--- src/hw/rtl/adl_pkg.sv ---
`timescale 1ns / 1ps
// ----------------------------------------------------------------------------
// adl_pkg
// Shared constants and types for the multi-byte Adler-32 engine.
// ----------------------------------------------------------------------------
package adl_pkg;

  // Number of byte lanes carried by one input beat.
  localparam int LANES = 8;

  // Widths of the input fields and the running sums.
  localparam int DATA_W  = 64;
  localparam int COUNT_W = 4;
  localparam int SUM_W   = 16;
  localparam int CSUM_W  = 32;

  // Adler-32 modulus.
  localparam logic [SUM_W-1:0] ADLER_MOD = 16'd65521;

  // Per-lane and per-beat partial sum widths.
  // Product of a weight (at most LANES) and a byte.
  localparam int PROD_W  = COUNT_W + 8;
  // Plain sum of LANES bytes: at most 8 * 255.
  localparam int PLAIN_W = 11;
  // Weighted sum: at most 36 * 255.
  localparam int WSUM_W  = 14;

  // Byte count saturation limit at the count width.
  localparam logic [COUNT_W-1:0] LANES_N = COUNT_W'(LANES);

  // Partial sums of one beat, passed from the lane stage to the accumulator.
  typedef struct packed {
    logic               valid;
    logic               last;
    logic [COUNT_W-1:0] count;
    logic [PLAIN_W-1:0] plain;
    logic [WSUM_W-1:0]  weighted;
  } adl_beat_t;

endpackage

--- src/hw/rtl/adl_lane.sv ---
`timescale 1ns / 1ps
// ----------------------------------------------------------------------------
// adl_lane
// One byte lane: masks the byte by the valid count and weights it by the
// number of running s1 values that it reaches within the beat.
// ----------------------------------------------------------------------------
module adl_lane
  import adl_pkg::*;
(
  input  logic [7:0]         lane_byte,
  input  logic [COUNT_W-1:0] lane_idx,
  input  logic [COUNT_W-1:0] count,
  output logic [7:0]         plain,
  output logic [PROD_W-1:0]  weighted
);

  logic               active;
  logic [COUNT_W-1:0] weight;

  // A lane takes part only below the valid byte count.
  assign active = (lane_idx < count);
  assign weight = count - lane_idx;

  // Byte i is counted into s2 once for each of the n - i following s1 updates.
  assign plain    = active ? lane_byte : 8'd0;
  assign weighted = active ? (PROD_W'(weight) * PROD_W'(lane_byte)) : '0;

endmodule

--- src/hw/rtl/adl_fold.sv ---
`timescale 1ns / 1ps
// ----------------------------------------------------------------------------
// adl_fold
// Lane stage: runs all byte lanes side by side, adds their plain and
// weighted contributions and registers the partial sums of the beat.
// ----------------------------------------------------------------------------
module adl_fold
  import adl_pkg::*;
(
  input  logic               clk,
  input  logic               rst_n,
  input  logic               in_valid,
  output logic               in_ready,
  input  logic [DATA_W-1:0]  in_data_bytes,
  input  logic [COUNT_W-1:0] in_byte_count,
  input  logic               in_last,
  output adl_beat_t          beat,
  input  logic               beat_ready
);

  logic [COUNT_W-1:0] count_sat;
  logic [7:0]         lane_plain [LANES];
  logic [PROD_W-1:0]  lane_wsum  [LANES];
  logic [PLAIN_W-1:0] plain_sum;
  logic [WSUM_W-1:0]  wsum_sum;
  adl_beat_t          beat_r;
  adl_beat_t          beat_nxt;

  // Counts above the lane count are clipped to it.
  assign count_sat = (in_byte_count > LANES_N) ? LANES_N : in_byte_count;

  // One lane per byte of the beat.
  for (genvar g = 0; g < LANES; g++) begin : g_lane
    adl_lane u_lane (
      .lane_byte (in_data_bytes[8*g +: 8]),
      .lane_idx  (COUNT_W'(g)),
      .count     (count_sat),
      .plain     (lane_plain[g]),
      .weighted  (lane_wsum[g])
    );
  end

  // Add the lane contributions.
  always_comb begin
    plain_sum = '0;
    wsum_sum  = '0;
    for (int i = 0; i < LANES; i++) begin
      plain_sum = plain_sum + PLAIN_W'(lane_plain[i]);
      wsum_sum  = wsum_sum + WSUM_W'(lane_wsum[i]);
    end
  end

  // The stage takes a new beat when empty or when its beat moves on.
  assign in_ready = !beat_r.valid || beat_ready;

  always_comb begin
    beat_nxt = beat_r;
    if (in_ready) begin
      beat_nxt.valid    = in_valid;
      beat_nxt.last     = in_last;
      beat_nxt.count    = count_sat;
      beat_nxt.plain    = plain_sum;
      beat_nxt.weighted = wsum_sum;
    end
  end

  // Stage register, cleared by reset.
  always_ff @(posedge clk) begin
    if (!rst_n) begin
      beat_r <= '0;
    end else begin
      beat_r <= beat_nxt;
    end
  end

  assign beat = beat_r;

endmodule

--- src/hw/rtl/adl_acc.sv ---
`timescale 1ns / 1ps
// ----------------------------------------------------------------------------
// adl_acc
// Merge stage: folds the partial sums of one beat into s1 and s2 modulo
// 65521, holds the seed, and registers the checksum on the last beat.
// ----------------------------------------------------------------------------
module adl_acc
  import adl_pkg::*;
(
  input  logic              clk,
  input  logic              rst_n,
  input  logic              cfg_we,
  input  logic [CSUM_W-1:0] cfg_wdata,
  input  adl_beat_t         beat,
  output logic              beat_ready,
  output logic              out_valid,
  input  logic              out_ready,
  output logic [CSUM_W-1:0] out_checksum
);

  // Reduce a value below twice the modulus.
  function automatic logic [SUM_W-1:0] mod_once(input logic [SUM_W:0] x);
    logic [SUM_W:0] d;
    d = x - {1'b0, ADLER_MOD};
    mod_once = (x >= {1'b0, ADLER_MOD}) ? d[SUM_W-1:0] : x[SUM_W-1:0];
  endfunction

  localparam int ACC_W = SUM_W + COUNT_W;

  logic [SUM_W-1:0]  seed_a_r, seed_a_nxt;
  logic [SUM_W-1:0]  seed_b_r, seed_b_nxt;
  logic [SUM_W-1:0]  sum_a_r, sum_a_nxt;
  logic [SUM_W-1:0]  sum_b_r, sum_b_nxt;
  logic              out_valid_r, out_valid_nxt;
  logic [CSUM_W-1:0] out_checksum_r, out_checksum_nxt;
  logic              fire;
  logic [ACC_W-1:0]  b_raw;
  logic [SUM_W:0]    b_fold;
  logic [SUM_W-1:0]  a_upd;
  logic [SUM_W-1:0]  b_upd;

  // A last beat waits until the output register is free.
  assign beat_ready = !beat.last || !out_valid_r || out_ready;
  assign fire       = beat.valid && beat_ready;

  // s2 + n * s1 + weighted, then fold with 2^16 = 15 mod 65521.
  assign b_raw  = ACC_W'(sum_b_r) + ACC_W'(beat.count) * ACC_W'(sum_a_r)
                + ACC_W'(beat.weighted);
  assign b_fold = (SUM_W+1)'(b_raw[SUM_W-1:0])
                + (SUM_W+1)'(b_raw[ACC_W-1:SUM_W]) * (SUM_W+1)'(15);
  assign b_upd  = mod_once(b_fold);
  assign a_upd  = mod_once((SUM_W+1)'(sum_a_r) + (SUM_W+1)'(beat.plain));

  // Next state of sums, seed and output register.
  always_comb begin
    seed_a_nxt       = seed_a_r;
    seed_b_nxt       = seed_b_r;
    sum_a_nxt        = sum_a_r;
    sum_b_nxt        = sum_b_r;
    out_checksum_nxt = out_checksum_r;
    out_valid_nxt    = out_valid_r && !out_ready;
    if (cfg_we) begin
      seed_a_nxt = mod_once({1'b0, cfg_wdata[SUM_W-1:0]});
      seed_b_nxt = mod_once({1'b0, cfg_wdata[CSUM_W-1:SUM_W]});
      sum_a_nxt  = seed_a_nxt;
      sum_b_nxt  = seed_b_nxt;
    end else if (fire) begin
      if (beat.last) begin
        out_checksum_nxt = {b_upd, a_upd};
        out_valid_nxt    = 1'b1;
        sum_a_nxt        = seed_a_r;
        sum_b_nxt        = seed_b_r;
      end else begin
        sum_a_nxt = a_upd;
        sum_b_nxt = b_upd;
      end
    end
  end

  // Reset loads the default seed of 1.
  always_ff @(posedge clk) begin
    if (!rst_n) begin
      seed_a_r    <= 16'd1;
      seed_b_r    <= 16'd0;
      sum_a_r     <= 16'd1;
      sum_b_r     <= 16'd0;
      out_valid_r <= 1'b0;
    end else begin
      seed_a_r    <= seed_a_nxt;
      seed_b_r    <= seed_b_nxt;
      sum_a_r     <= sum_a_nxt;
      sum_b_r     <= sum_b_nxt;
      out_valid_r <= out_valid_nxt;
    end
  end

  // Checksum payload register.
  always_ff @(posedge clk) begin
    out_checksum_r <= out_checksum_nxt;
  end

  assign out_valid    = out_valid_r;
  assign out_checksum = out_checksum_r;

endmodule

--- src/hw/rtl/adler32_multibyte_top.sv ---
`timescale 1ns / 1ps
// ----------------------------------------------------------------------------
// adler32_multibyte_top
// Path: the last beat is registered in the lane stage, then out_valid and
// the checksum in the merge stage; a full output register can hold it back.
// Throughput: one beat of up to eight bytes per cycle unless a last beat
// waits for the output register; the merge stage s1/s2 update loop sets it.
// Reset: synchronous, active low; seed returns to 1, s1 = 1 and s2 = 0.
// ----------------------------------------------------------------------------
module adler32_multibyte_top
  import adl_pkg::*;
(
  input  logic               clk,
  input  logic               rst_n,
  input  logic               cfg_we,
  input  logic [CSUM_W-1:0]  cfg_wdata,
  input  logic               in_valid,
  output logic               in_ready,
  input  logic [DATA_W-1:0]  in_data_bytes,
  input  logic [COUNT_W-1:0] in_byte_count,
  input  logic               in_last,
  output logic               out_valid,
  input  logic               out_ready,
  output logic [CSUM_W-1:0]  out_checksum
);

  adl_beat_t beat;
  logic      beat_ready;

  // Parallel lane stage.
  adl_fold u_fold (
    .clk           (clk),
    .rst_n         (rst_n),
    .in_valid      (in_valid),
    .in_ready      (in_ready),
    .in_data_bytes (in_data_bytes),
    .in_byte_count (in_byte_count),
    .in_last       (in_last),
    .beat          (beat),
    .beat_ready    (beat_ready)
  );

  // Running sums and checksum output.
  adl_acc u_acc (
    .clk          (clk),
    .rst_n        (rst_n),
    .cfg_we       (cfg_we),
    .cfg_wdata    (cfg_wdata),
    .beat         (beat),
    .beat_ready   (beat_ready),
    .out_valid    (out_valid),
    .out_ready    (out_ready),
    .out_checksum (out_checksum)
  );

endmodule
--- config.mk ---
export PLATFORM = sky130hd
export DESIGN_NAME = adler32_multibyte_top
export DESIGN_NICKNAME = d
export VERILOG_FILES = /design/src/hw/rtl/adl_pkg.sv /design/src/hw/rtl/adl_lane.sv /design/src/hw/rtl/adl_fold.sv /design/src/hw/rtl/adl_acc.sv /design/src/hw/rtl/adler32_multibyte_top.sv
export SDC_FILE = /design/constraint.sdc
export NUM_CORES = 1
export LEC_CHECK = 0
export BUFFER_PORTS_ARGS = -buffer_cell sky130_fd_sc_hd__buf_2
export CORE_UTILIZATION = 55
export DETAILED_ROUTE_END_ITERATION = 6
export GPL_TIMING_DRIVEN = 0
export MAX_ROUTING_LAYER = met4
export PLACE_DENSITY = 0.74
export SYNTH_ARGS = -nofsm -noshare
export SYNTH_HDL_FRONTEND = slang
export SYNTH_SLANG_ARGS = --single-unit
--- constraint.sdc ---
create_clock -name clk -period 13.64 [get_ports clk]
set_clock_uncertainty 0.2 [all_clocks]
set_input_delay 0.682 -clock clk [delete_from_list [all_inputs] [get_ports clk]]
set_output_delay 0.682 -clock clk [all_outputs]
set_load 0.05 [all_outputs]
==> out/metrics.cfg <==
[floorplanning]
ios=140
die_h_um=202
fp.coreArea_um2=39000
start_util_pct=56.2
fp-row-count=72
design.die.area_um2=40700
fp.dieW_um=202

[clock_network]
clk_latency_ns=0.42
clkTransAtPathRegs_ns=0.06
cts_hold_buf=0
clockBufferDepth=2
cts_max_level=4
numClockSinks=128
clk_tree_root_cell=clkbuf_16
cts_tree=yes
cts_setup_buffers=0
postCtsResizedCells=0
numCtsBuffers=17

[sta]
setup_viol=0
timing.fmax_ghz=0.0866
timing.final.hold_violations=0
relSlewSlack_pct=26.4
slew_violations=0
setup_repair_after_global_routing_missed_its_margin=no
timing_worst_slew_pin_value_ns=1.10
hold_slack_ns=0.259
period_minus_slack_ns=11.55
totalNegativeSetupSlack_ns=0
final.period_utilization_pct=84.7

[yosys]
netlist-cell-type-count=84
syn_area_per_cell_um2=8.33
yosys_warnings=0
adder_cell_share_of_the_synthesized_area_pct=38.4
synth.net_count=3254
synth_xor_xnor_area_share_pct=5.98
synth_compound_area_share_pct=14.2
synth.mux.area_fraction_pct=0.0970
largest_family_of_logic_cells_by_synthesized_area=adder cells
synthesis.instances=2632
post_synth_and_or_nand_nor_area_fraction_pct=19.9
synth.yosys.seq_area_share_pct=13.1
syn_area_um2=21900
postSynth.topFlopCell=dfxtp_1
async_set_or_reset_register_ratio_after_synthesis_pct=0
yosys_register_bits=128
synth-edff-count=32

[global_routing]
global_route.overflow_total=0
grt_first_pass_wirelength_mm=101
grt_pass1_vias=19200
grt_max_degree=33
grt_most_used_layer=met2
use_met3_pct=3.19
grt_util_met2_pct=54.8
overall_global_routing_resource_usage_pct=32.8
antenna_found_initial=2
grt.met1_usage_pct=39.8

[worst_hold_path]
min_from=u_acc.seed_b_r[0]
hold-path-cell-count=1
hold-path-endpoint=u_acc.seed_b_r[0]
holdCritPathClass=reg2reg

[route]
post-route-drc-count=0
drt-initial-drc-count=1372
routedWlPerCell_um=18.9
avgViaCountPerCell=5.63
vias=18700
detailed_route_wl_mm=62.8
postRouteAntennaNets=0
dr.pass1.iters=7

[status]
status=finished clean

[cells_and_area]
final_cell_mix=inv_1, nand2_1, fa_1
final_layout_size_suffix_gt1_share_pct=6.93
layout.cells.most_common=inv_1
area_growth_syn_to_layout_pct=9.11
finish.net_count=3410
final.fill_count=3502

[placed_design]
gp_congestion=0.973
count_of_input_and_output_buffers=137
hpwlAfterDp_mm=53.3

[setup_path]
reg2reg_depth=35
cp_common_cell=fa_1
critical_path.max_stage_delay_ns=0.78
regToRegEndpoint=u_acc.sum_b_r[4]
crit_path_start_kind=primary input
critPathArrivalTime_ns=11.71
critPathRequiredTime_ns=13.80
rr_startpoint=u_fold.beat[28]
worst_path_max_delay_cell=a21boi_1
critPathCaptureType=flip-flop
critPathLaunch=in_byte_count[3]
timing.reg2reg.setup_slack_ns=2.76
critical_path.max_fanout=14
category_of_the_critical_setup_timing_path=in2reg

[job]
cap_viol_max_count=0

## how the worst max path moves through the flow
stage / to / slack, ns / cells past startpoint
6_report: u_fold.beat[13] / 2.09 / 38
5_1_grt: u_fold.beat[13] / 1.61 / 38
4_1_cts: u_fold.beat[13] / 2.30 / 38
3_5_place_dp: u_fold.beat[13] / 1.88 / 38
3_3_place_gp: u_fold.beat[13] / 2.04 / 38
2_1_floorplan: u_fold.beat[13] / 4.11 / 39
## through the flow
stage	worst slack, ns	area, um2	util (%)	std cells
final	2.09	23900	61.4	3321
after floorplan	4.11	21900	-	2632
after global placement	2.04	23300	59.7	3287
after global routing	1.61	23900	61.4	3321
after detailed placement	1.88	23300	59.7	3287
after CTS	2.30	23900	61.3	3319
## critical path: cells and delay by family
kind / cells / cell delay (ns)
AND/OR/NAND/NOR: 9 / 1.75
AO/OA/AOI/OAI: 9 / 2.06
XOR/XNOR: 2 / 0.76
adder cells (fa/ha/maj): 10 / 4.47
buffers and inverters: 8 / 1.92
## routing by layer
metal,part of all wire [%],vias to the layer above
met1,41,9078
met4,5.1,0
li1,-,8843
met2,48,641
met5,0,-
met3,5.3,148
## cells by family after synthesis
group           Yosys count
compound gates          466
mux                       2
flops                   128
buf+inv                 485
xor+xnor                149
fa+ha+maj               516
simple gates            886
## sequential cells by signal, indices dropped and copies added, names as in the netlist
signal,cells
u_acc.out_valid,1
u_acc.sum_b_r,16
u_acc.seed_a_r,16
u_acc.seed_b_r,16
u_acc.sum_a_r,16
u_acc.out_checksum,32
u_fold.beat,31
## cells in the mapped netlist, types with 4 or more instances
cell type | count | area, um2
dfxtp_1 | 96 | 1920
o211ai_1 | 11 | 82.6
and3_1 | 12 | 75.1
o21ai_0 | 65 | 325
a211oi_1 | 5 | 37.5
nand2b_1 | 40 | 250
o21ai_1 | 6 | 30.0
and2_1 | 147 | 920
a21oi_1 | 139 | 696
or3_1 | 9 | 56.3
a2111oi_0 | 4 | 35.0
nor2b_1 | 109 | 682
o21a_1 | 22 | 165
a31o_1 | 5 | 43.8
fa_1 | 263 | 5270
nor2_1 | 133 | 499
nor3_1 | 20 | 100
inv_1 | 405 | 1520
o21bai_1 | 53 | 398
a21o_1 | 38 | 285
edfxtp_1 | 32 | 961
a21boi_0 | 37 | 278
xor2_1 | 54 | 473
nand3_1 | 22 | 110
nand2_1 | 347 | 1300
nand4_1 | 15 | 93.8
clkbuf_1 | 72 | 270
nand3b_1 | 4 | 30.0
o31a_1 | 5 | 43.8
a221oi_1 | 11 | 96.3
a22oi_1 | 10 | 75.1
nor4_1 | 4 | 25.0
a31oi_1 | 13 | 81.3
ha_1 | 253 | 3170
xnor2_1 | 94 | 823
## cell type report
class | count | area, um2 | area share, %
Sequential cell | 128 | 2880 | 12.0
Clock buffer | 18 | 450 | 1.88
Timing Repair Buffer | 137 | 686 | 2.86
Buffer | 77 | 292 | 1.22
Tap cell | 518 | 648 | 2.71
Clock inverter | 14 | 201 | 0.842
Multi-Input combinational cell | 2019 | 17200 | 72.0
Antenna cell | 2 | 5.00 | 0.0209
Inverter | 408 | 1530 | 6.40
Power is left out: the tool's default activity adds up to more than one toggle a clock period on the data nets, which glitch-free logic cannot reach.
